## src/hw/rtl/u8sv_pkg.sv

```systemverilog
// ----------------------------------------------------------------------------
// u8sv_pkg
// Shared constants and helpers for the UTF-8 stream validator.
// ----------------------------------------------------------------------------
package u8sv_pkg;

  // Position counter width default
  localparam int POSITION_BITS = 32;

  // Result position width on the output channel
  localparam int ERR_POS_W = 32;

  // Configuration port
  localparam int CFG_ADDR_W = 3;
  localparam int CFG_DATA_W = 32;
  localparam logic [CFG_ADDR_W-1:0] ADDR_PRINTABLE_MODE = 3'd0;

  // Lead byte ranges
  localparam logic [7:0] LEAD2_LO = 8'hC2;
  localparam logic [7:0] LEAD2_HI = 8'hDF;
  localparam logic [7:0] LEAD3_LO = 8'hE0;
  localparam logic [7:0] LEAD3_HI = 8'hEF;
  localparam logic [7:0] LEAD4_LO = 8'hF0;
  localparam logic [7:0] LEAD4_HI = 8'hF4;

  // Leads that narrow the first continuation byte
  localparam logic [7:0] LEAD_E0 = 8'hE0;
  localparam logic [7:0] LEAD_ED = 8'hED;
  localparam logic [7:0] LEAD_F0 = 8'hF0;
  localparam logic [7:0] LEAD_F4 = 8'hF4;

  localparam logic [7:0] CONT_LO     = 8'h80;
  localparam logic [7:0] CONT_HI     = 8'hBF;
  localparam logic [7:0] CONT_E0_LO  = 8'hA0;
  localparam logic [7:0] CONT_ED_HI  = 8'h9F;
  localparam logic [7:0] CONT_F0_LO  = 8'h90;
  localparam logic [7:0] CONT_F4_HI  = 8'h8F;

  // Printable set
  localparam logic [7:0]  ASCII_TAB   = 8'h09;
  localparam logic [7:0]  ASCII_LF    = 8'h0A;
  localparam logic [7:0]  ASCII_CR    = 8'h0D;
  localparam logic [7:0]  ASCII_SP    = 8'h20;
  localparam logic [7:0]  ASCII_TILDE = 8'h7E;
  localparam logic [20:0] CP_NEL      = 21'h000085;
  localparam logic [20:0] CP_NBSP     = 21'h0000A0;
  localparam logic [20:0] CP_BMP_MAX  = 21'h00FFFD;
  localparam logic [20:0] CP_SUPP_LO  = 21'h010000;

  function automatic logic ascii_printable(input logic [7:0] b);
    return (b == ASCII_TAB) || (b == ASCII_LF) || (b == ASCII_CR) ||
           ((b >= ASCII_SP) && (b <= ASCII_TILDE));
  endfunction

  function automatic logic code_point_printable(input logic [20:0] cp);
    return (cp == CP_NEL) || ((cp >= CP_NBSP) && (cp <= CP_BMP_MAX)) ||
           (cp >= CP_SUPP_LO);
  endfunction

endpackage

```

## src/hw/rtl/utf8_stream_validator_core.sv

```systemverilog
// ----------------------------------------------------------------------------
// utf8_stream_validator_core
// Checks a byte stream for UTF-8 well-formedness, optionally c-printable.
// ----------------------------------------------------------------------------
// Input channel: one byte per request (in_data_byte) with in_last_byte on the
//   final byte of a stream. A request is taken when in_valid is high and
//   in_stall is low.
// Output channel: one request per stream, out_well_formed plus
//   out_error_position (first bad byte offset, 0 when well formed), taken
//   when out_valid is high and out_stall is low. After an error the result
//   goes out once found (a bad continuation byte at the end of its sequence)
//   and the rest of the stream up to its last byte is dropped silently.
// Path: input register, then the check logic into the result register, which
//   raises out_valid; out_stall can hold a byte in the input register.
// Throughput: one byte per cycle when out_stall holds no result; the check
//   is a single stage of compare logic against the stream state registers.
// Stall: while a result waits in the output register under out_stall, a byte
//   in the input register holds and in_stall is high; nothing is lost.
// Reset: rst_n (synchronous) empties both registers, clears the stream state
//   and clears printable_mode. The user must write configuration over the APB
//   port only while no stream is in flight; the core does not enforce this.
// ----------------------------------------------------------------------------
module utf8_stream_validator_core #(
  parameter int POSITION_BITS = u8sv_pkg::POSITION_BITS
) (
  input  logic                             clk,
  input  logic                             rst_n,
  // input channel
  input  logic                             in_valid,
  output logic                             in_stall,
  input  logic [7:0]                       in_data_byte,
  input  logic                             in_last_byte,
  // result channel
  output logic                             out_valid,
  input  logic                             out_stall,
  output logic                             out_well_formed,
  output logic [u8sv_pkg::ERR_POS_W-1:0]   out_error_position,
  // configuration
  input  logic                             psel,
  input  logic                             penable,
  input  logic                             pwrite,
  input  logic [u8sv_pkg::CFG_ADDR_W-1:0]  paddr,
  input  logic [u8sv_pkg::CFG_DATA_W-1:0]  pwdata,
  output logic [u8sv_pkg::CFG_DATA_W-1:0]  prdata,
  output logic                             pready
);

  localparam logic [POSITION_BITS-1:0] PosMax = '1;
  localparam logic [POSITION_BITS-1:0] PosOne = {{(POSITION_BITS-1){1'b0}}, 1'b1};

  // configuration
  logic mode_r;

  // input register
  logic       s1_valid_r;
  logic [7:0] s1_byte_r;
  logic       s1_last_r;

  // stream state
  logic [POSITION_BITS-1:0] byte_count_r, byte_count_nxt;
  logic [7:0]               lead_byte_r, lead_byte_nxt;
  logic [1:0]               cont_left_r, cont_left_nxt;
  logic [1:0]               cont_idx_r, cont_idx_nxt;
  logic [20:0]              cp_r, cp_nxt;
  logic [POSITION_BITS-1:0] lead_pos_r, lead_pos_nxt;
  logic                     pend_err_r, pend_err_nxt;
  logic [POSITION_BITS-1:0] pend_pos_r, pend_pos_nxt;
  logic                     discard_r, discard_nxt;

  // result register
  logic                             out_valid_r, out_valid_nxt;
  logic                             out_wf_r;
  logic [u8sv_pkg::ERR_POS_W-1:0]   out_pos_r;

  logic                             out_free;
  logic                             step;
  logic                             res_valid;
  logic                             res_wf;
  logic [POSITION_BITS-1:0]         res_pos;
  logic [u8sv_pkg::ERR_POS_W-1:0]   res_pos_out;

  logic       err;
  logic       bad_cont;
  logic [7:0] lo, hi;
  logic [7:0] b;

  assign out_free = !out_valid_r || !out_stall;
  assign step     = s1_valid_r && out_free;
  assign in_stall = s1_valid_r && !out_free;

  assign out_valid          = out_valid_r;
  assign out_well_formed    = out_wf_r;
  assign out_error_position = out_pos_r;

  assign pready = 1'b1;
  assign prdata = (paddr == u8sv_pkg::ADDR_PRINTABLE_MODE) ?
                  {{(u8sv_pkg::CFG_DATA_W-1){1'b0}}, mode_r} : '0;

  generate
    if (POSITION_BITS >= u8sv_pkg::ERR_POS_W) begin : g_pos_trunc
      assign res_pos_out = res_pos[u8sv_pkg::ERR_POS_W-1:0];
    end else begin : g_pos_ext
      assign res_pos_out = {{(u8sv_pkg::ERR_POS_W-POSITION_BITS){1'b0}}, res_pos};
    end
  endgenerate

  // per-byte check
  always_comb begin
    b              = s1_byte_r;
    byte_count_nxt = byte_count_r;
    lead_byte_nxt  = lead_byte_r;
    cont_left_nxt  = cont_left_r;
    cont_idx_nxt   = cont_idx_r;
    cp_nxt         = cp_r;
    lead_pos_nxt   = lead_pos_r;
    pend_err_nxt   = pend_err_r;
    pend_pos_nxt   = pend_pos_r;
    discard_nxt    = discard_r;
    err            = 1'b0;
    res_valid      = 1'b0;
    res_wf         = 1'b0;
    res_pos        = '0;
    lo             = u8sv_pkg::CONT_LO;
    hi             = u8sv_pkg::CONT_HI;
    bad_cont       = 1'b0;

    if (step) begin
      if (discard_r) begin
        // drop until the end of the stream
        if (s1_last_r) begin
          discard_nxt = 1'b0;
        end
      end else begin
        if (byte_count_r != PosMax) begin
          byte_count_nxt = byte_count_r + PosOne;
        end

        if (cont_left_r != 2'd0) begin
          if (cont_idx_r == 2'd1) begin
            case (lead_byte_r)
              u8sv_pkg::LEAD_E0: lo = u8sv_pkg::CONT_E0_LO;
              u8sv_pkg::LEAD_ED: hi = u8sv_pkg::CONT_ED_HI;
              u8sv_pkg::LEAD_F0: lo = u8sv_pkg::CONT_F0_LO;
              u8sv_pkg::LEAD_F4: hi = u8sv_pkg::CONT_F4_HI;
              default: ;
            endcase
          end
          bad_cont = (b < lo) || (b > hi);
          if (bad_cont && !pend_err_r) begin
            pend_err_nxt = 1'b1;
            pend_pos_nxt = byte_count_r;
          end
          cp_nxt        = {cp_r[14:0], b[5:0]};
          cont_left_nxt = cont_left_r - 2'd1;
          cont_idx_nxt  = cont_idx_r + 2'd1;
          if (cont_left_r == 2'd1) begin
            if (pend_err_nxt) begin
              err     = 1'b1;
              res_pos = pend_pos_nxt;
            end else if (mode_r && !u8sv_pkg::code_point_printable(cp_nxt)) begin
              err     = 1'b1;
              res_pos = lead_pos_r;
            end
            pend_err_nxt = 1'b0;
            pend_pos_nxt = '0;
            cont_idx_nxt = 2'd0;
          end
        end else if (!b[7]) begin
          if (mode_r && !u8sv_pkg::ascii_printable(b)) begin
            err     = 1'b1;
            res_pos = byte_count_r;
          end
        end else if ((b >= u8sv_pkg::LEAD2_LO) && (b <= u8sv_pkg::LEAD4_HI)) begin
          lead_byte_nxt = b;
          lead_pos_nxt  = byte_count_r;
          cont_idx_nxt  = 2'd1;
          pend_err_nxt  = 1'b0;
          pend_pos_nxt  = '0;
          if (b <= u8sv_pkg::LEAD2_HI) begin
            cont_left_nxt = 2'd1;
            cp_nxt        = {16'd0, b[4:0]};
          end else if (b <= u8sv_pkg::LEAD3_HI) begin
            cont_left_nxt = 2'd2;
            cp_nxt        = {17'd0, b[3:0]};
          end else begin
            cont_left_nxt = 2'd3;
            cp_nxt        = {18'd0, b[2:0]};
          end
        end else begin
          // stray continuation or invalid lead
          err     = 1'b1;
          res_pos = byte_count_r;
        end

        // stream ends inside a sequence: report its lead
        if (!err && s1_last_r && (cont_left_nxt != 2'd0)) begin
          err     = 1'b1;
          res_pos = lead_pos_nxt;
        end

        if (err) begin
          res_valid = 1'b1;
          res_wf    = 1'b0;
          if (!s1_last_r) begin
            discard_nxt = 1'b1;
          end
        end else if (s1_last_r) begin
          res_valid = 1'b1;
          res_wf    = 1'b1;
          res_pos   = '0;
        end
      end

      if (s1_last_r) begin
        byte_count_nxt = '0;
        lead_byte_nxt  = '0;
        cont_left_nxt  = '0;
        cont_idx_nxt   = '0;
        cp_nxt         = '0;
        lead_pos_nxt   = '0;
        pend_err_nxt   = 1'b0;
        pend_pos_nxt   = '0;
        discard_nxt    = 1'b0;
      end
    end
  end

  always_comb begin
    out_valid_nxt = out_valid_r;
    if (out_free) begin
      out_valid_nxt = res_valid;
    end
  end

  // control and state registers
  always_ff @(posedge clk) begin
    if (!rst_n) begin
      mode_r       <= 1'b0;
      s1_valid_r   <= 1'b0;
      out_valid_r  <= 1'b0;
      byte_count_r <= '0;
      lead_byte_r  <= '0;
      cont_left_r  <= '0;
      cont_idx_r   <= '0;
      cp_r         <= '0;
      lead_pos_r   <= '0;
      pend_err_r   <= 1'b0;
      pend_pos_r   <= '0;
      discard_r    <= 1'b0;
    end else begin
      if (psel && penable && pwrite && pready &&
          (paddr == u8sv_pkg::ADDR_PRINTABLE_MODE)) begin
        mode_r <= pwdata[0];
      end
      if (!in_stall) begin
        s1_valid_r <= in_valid;
      end
      out_valid_r  <= out_valid_nxt;
      byte_count_r <= byte_count_nxt;
      lead_byte_r  <= lead_byte_nxt;
      cont_left_r  <= cont_left_nxt;
      cont_idx_r   <= cont_idx_nxt;
      cp_r         <= cp_nxt;
      lead_pos_r   <= lead_pos_nxt;
      pend_err_r   <= pend_err_nxt;
      pend_pos_r   <= pend_pos_nxt;
      discard_r    <= discard_nxt;
    end
  end

  // payload registers
  always_ff @(posedge clk) begin
    if (in_valid && !in_stall) begin
      s1_byte_r <= in_data_byte;
      s1_last_r <= in_last_byte;
    end
    if (out_free && res_valid) begin
      out_wf_r  <= res_wf;
      out_pos_r <= res_pos_out;
    end
  end

endmodule
```

## config.mk

```make
export PLATFORM = sky130hd
export DESIGN_NAME = utf8_stream_validator_core
export DESIGN_NICKNAME = d
export VERILOG_FILES = /design/src/hw/rtl/u8sv_pkg.sv /design/src/hw/rtl/utf8_stream_validator_core.sv
export SDC_FILE = /design/constraint.sdc
export NUM_CORES = 1
export LEC_CHECK = 0
export ABC_AREA = 1
export BUFFER_PORTS_ARGS = -buffer_cell sky130_fd_sc_hd__buf_2
export CAP_MARGIN = 20
export CORE_MARGIN = 2
export CORE_UTILIZATION = 50
export DETAILED_ROUTE_END_ITERATION = 7
export PLACE_DENSITY = 0.7
export SETUP_SLACK_MARGIN = 0.05
export SLEW_MARGIN = 20
export SYNTH_ARGS = -nofsm -noshare
export SYNTH_HDL_FRONTEND = slang
export SYNTH_SLANG_ARGS = --single-unit
```

## constraint.sdc

```tcl
create_clock -name clk -period 5.67 [get_ports clk]
set_input_delay 0.2835 -clock clk [delete_from_list [all_inputs] [get_ports clk]]
set_output_delay 0.2835 -clock clk [all_outputs]
set_load 0.005 [all_outputs]
```

==> metrics.yaml <==
grt:
  grt_pass1_wl_um: 38050
  grt_max_degree: 75
  antenna_found_initial: 0
  grt_overflow_total: 0
  first_global_vias: 7839
  gr-usage-all-layers_pct: 22.96
power_and_ir_drop:
  sw_frac_of_total_pct: 25.02
  comb_power_share_pct: 8.8
  switchingPower_mw: 0.6788
  peakVddDrop_mv: 0.2068
  power_mw: 2.713
  seqPwrFrac_pct: 47.3
  p_leak_nw: 4.148
  p_per_area_mw_per_mm2: 262.5
  clkPwrFrac_pct: 43.9
  internal-power_mw: 2.034
cells_and_area:
  final_nets: 1488
  layout-drive-gt1-share_pct: 10.45
  fillers: 1800
  area_delta_synth_final_pct: 8.170
  diodes: 0
worst_setup_path:
  r2r-end: "out_error_position[2]$_SDFFCE_PP0P_"
  ff2ff_path_depth: 14
  end_kind: "register"
  crit_type: "reg2reg"
  max_stage_delay_ps: 660
  crit_required_ps: 5930
  crit_fanout: 36
  rrSetupSlack_ps: 2000
  cp_cell_sequence: "nand2_1 > nor3b_1 > nand3_1 > a21oi_1 > ha_1 > nand2_1 > nand3b_1 > a21oi_4 > nand3_4 > o21ai_2 > nand4_4 > nor2_2 > nor2_1 > nor2_1"
  crit_slowest_cell: "nand4_4"
  critical_path_arrival_ps: 3930
  path_buf_inv: 0
  cp_top_family: "simple AND/OR/NAND/NOR gates"
  start_kind: "register"
  r2r-start: "lead_byte_r[7]$_SDFFE_PN0P_"
min_path:
  min_path_cells: 1
  min_path_type: "in2reg"
  whs_endpoint: "b[1]$_DFFE_PP_"
  hold_start: "in_data_byte[1]"
sta:
  worstMarginPinSlew_ps: 824.0
  holdWs_ps: 29.34
  tns_ps: 0
  slew_violations: 0
  min_period_over_period_pct: 64.75
  setup_viol: 0
  slew_headroom_pct: 44.96
  rsz0062_at_grt: "false"
  fin_worst_skew_ps: 8.309
  final_hold_viol_count: 0
  worst_slack_ps: 1999
  max_freq_mhz: 272.4
  period_needed_ps: 3671
routing:
  num_vias: 8766
  dr.first_iter.drc_count: 578
  post-route-drc-count: 0
  wl_met2_um: 10300
  highest_layer: "met4"
  totalWireLength_um: 22500
  wire_per_inst_um: 13.40
  dr_wl_met3_um: 1079
  drt-pass1-iter-count: 5
  wl_met1_um: 10680
  viasPerCell: 5.221
  ant_nets: 0
die:
  core_region_area_mm2: 0.01871
  fp-row-count: 50
  die_area_mm2: 0.02024
  num_io_pins: 119
  die_w_um: 142.3
  start_util_pct: 51.09
  dieHeight_um: 142.3
place:
  dpl.hpwl_um: 14450
  gp_congestion: 0.9438
  post-place-ws_ps: 2021
  numPortBuffers: 55
cts:
  cts_hold_buf: 0
  cts.sink_count: 170
  clk_latency_ps: 430
  clock_path_buffers: 2
  cts_buffers: 17
  cts-root-buf: "clkbuf_16"
  cts_setup_buffers: 0
  cts_tree: "done"
  cts_resized: 0
  htreeDepth: 4
  clk_pin_slew_ps: 70
run_status:
  status: "completed"
yosys:
  syn_area_mm2: 0.009557
  netlist_instances: 1428
  syn_area_per_cell_um2: 6.692
  yosysWarnings: 0
  synth-seq-cells: 170
  seq_area_frac_synth_pct: 40.01
  synth_cell_types: 44
job:
  maxCapViolations: 0
==> final cells by class <==
class | count | area, um2 | share of cell area [%]
repair buffers | 63 | 335.3 | 3.244
well taps | 234 | 292.8 | 2.832
multi-input cells | 1040 | 4741 | 45.86
flip-flops and latches | 170 | 3824 | 36.99
clock inverters | 5 | 41.29 | 0.3994
inverters | 140 | 525.5 | 5.084
clock buffers | 27 | 578.1 | 5.592
==> power groups by stage <==
stage	registers, mW	logic, mW	clock network [mW]
floorplan	1.31	0.191	0
global placement	1.31	0.234	0
detailed placement	1.31	0.237	0
CTS	1.28	0.238	1.21
global route	1.29	0.270	1.26
finish	1.28	0.239	1.19
==> how the worst max path moves through the flow <==
stage | startpoint | end | slack (ps) | cells after the start
detailed placement | lead_byte_r[7]$_SDFFE_PN0P_ | out_error_position[2]$_SDFFCE_PP0P_ | 2020 | 14
CTS | lead_byte_r[7]$_SDFFE_PN0P_ | out_error_position[2]$_SDFFCE_PP0P_ | 1970 | 14
global route | lead_byte_r[2]$_SDFFE_PN0P_ | out_error_position[2]$_SDFFCE_PP0P_ | 1660 | 14
floorplan | lead_byte_r[7]$_SDFFE_PN0P_ | out_error_position[0]$_SDFFCE_PP0P_ | 2810 | 13
global placement | lead_byte_r[7]$_SDFFE_PN0P_ | out_error_position[2]$_SDFFCE_PP0P_ | 2010 | 14
finish | lead_byte_r[7]$_SDFFE_PN0P_ | out_error_position[2]$_SDFFCE_PP0P_ | 2000 | 14
==> per-stage QoR <==
step	std cells	instance area [um2]	utilization, %
floorplan	1458	9669	-
global placement	1647	9718	51.95
detailed placement	1647	9718	51.95
CTS	1679	10340	55.26
global route	1679	10340	55.26
finish	1679	10340	55.26
==> registers in the layout (all words and copies together), names as in the netlist, 2 cells and up <==
name,cells
lead_byte_r,8
out_error_position,32
byte_count_r,32
cont_idx_r,2
b,8
cont_left_r,2
cp_r,15
pend_pos_r,32
lead_pos_r,32
==> cells in the final DEF (no fill, tap or decap), types with 3 or more instances in the layout <==
cell type,Yosys,final
a211oi_1,4,4
a21oi_1,82,82
a31oi_1,3,3
buf_2,22,55
buf_4,35,8
clkbuf_1,41,3
clkbuf_16,0,21
clkbuf_8,0,3
conb_1,2,32
dfxtp_1,128,128
edfxtp_1,42,42
ha_1,5,5
inv_1,128,127
inv_2,11,12
nand2_1,399,399
nand2_2,3,3
nand3_1,128,127
nand4_1,14,14
nor2_1,189,189
nor2_2,33,33
nor3_1,27,27
nor4_1,4,4
o21ai_0,51,51
o22ai_1,33,33
xnor2_1,3,3
xor2_1,10,10
==> cell families after synthesis <==
kind of cell	Yosys count	share of synthesized area [%]
AO/OA/AOI/OAI	182	10.42
other	2	0.07858
XOR/XNOR	13	1.191
adder cells (fa/ha/maj)	5	0.6546
buffers and inverters	248	11.69
flip-flops	170	40.01
AND/OR/NAND/NOR	808	35.95
==> layer usage <==
metal | up-vias | GRT usage, %
met3 | 29 | 4.071
li1 | 4532 | -
met1 | 3989 | 30.72
met4 | 0 | 7.632
met2 | 216 | 37.66
met5 | - | 0
==> Yosys cell counts, drive strengths merged <==
cell type / n / share of area, %
nor2: 222 / 9.6
nand4: 15 / 1.1
a211oi: 4 / 0.31
a2bb2oi: 1 / 0.092
edfxtp: 42 / 13
nand2: 403 / 16
o21ai: 55 / 3.0
conb: 2 / 0.079
xnor2: 3 / 0.27
nor3b: 1 / 0.079
xor2: 10 / 0.92
dfxtp: 128 / 27
o22ai: 33 / 2.2
buf: 63 / 4.4
o21bai: 1 / 0.079
and3: 1 / 0.066
nor4: 4 / 0.26
clkinv: 1 / 0.039
nand3b: 2 / 0.16
or2: 1 / 0.066
inv: 139 / 5.5
a21oi: 83 / 4.5
nor3: 29 / 1.6
ha: 5 / 0.65
o211ai: 1 / 0.079
a31oi: 3 / 0.20
clkbuf: 45 / 1.8
o21a: 1 / 0.079
nand3: 130 / 7.0
(Power assumes the default switching activity.)
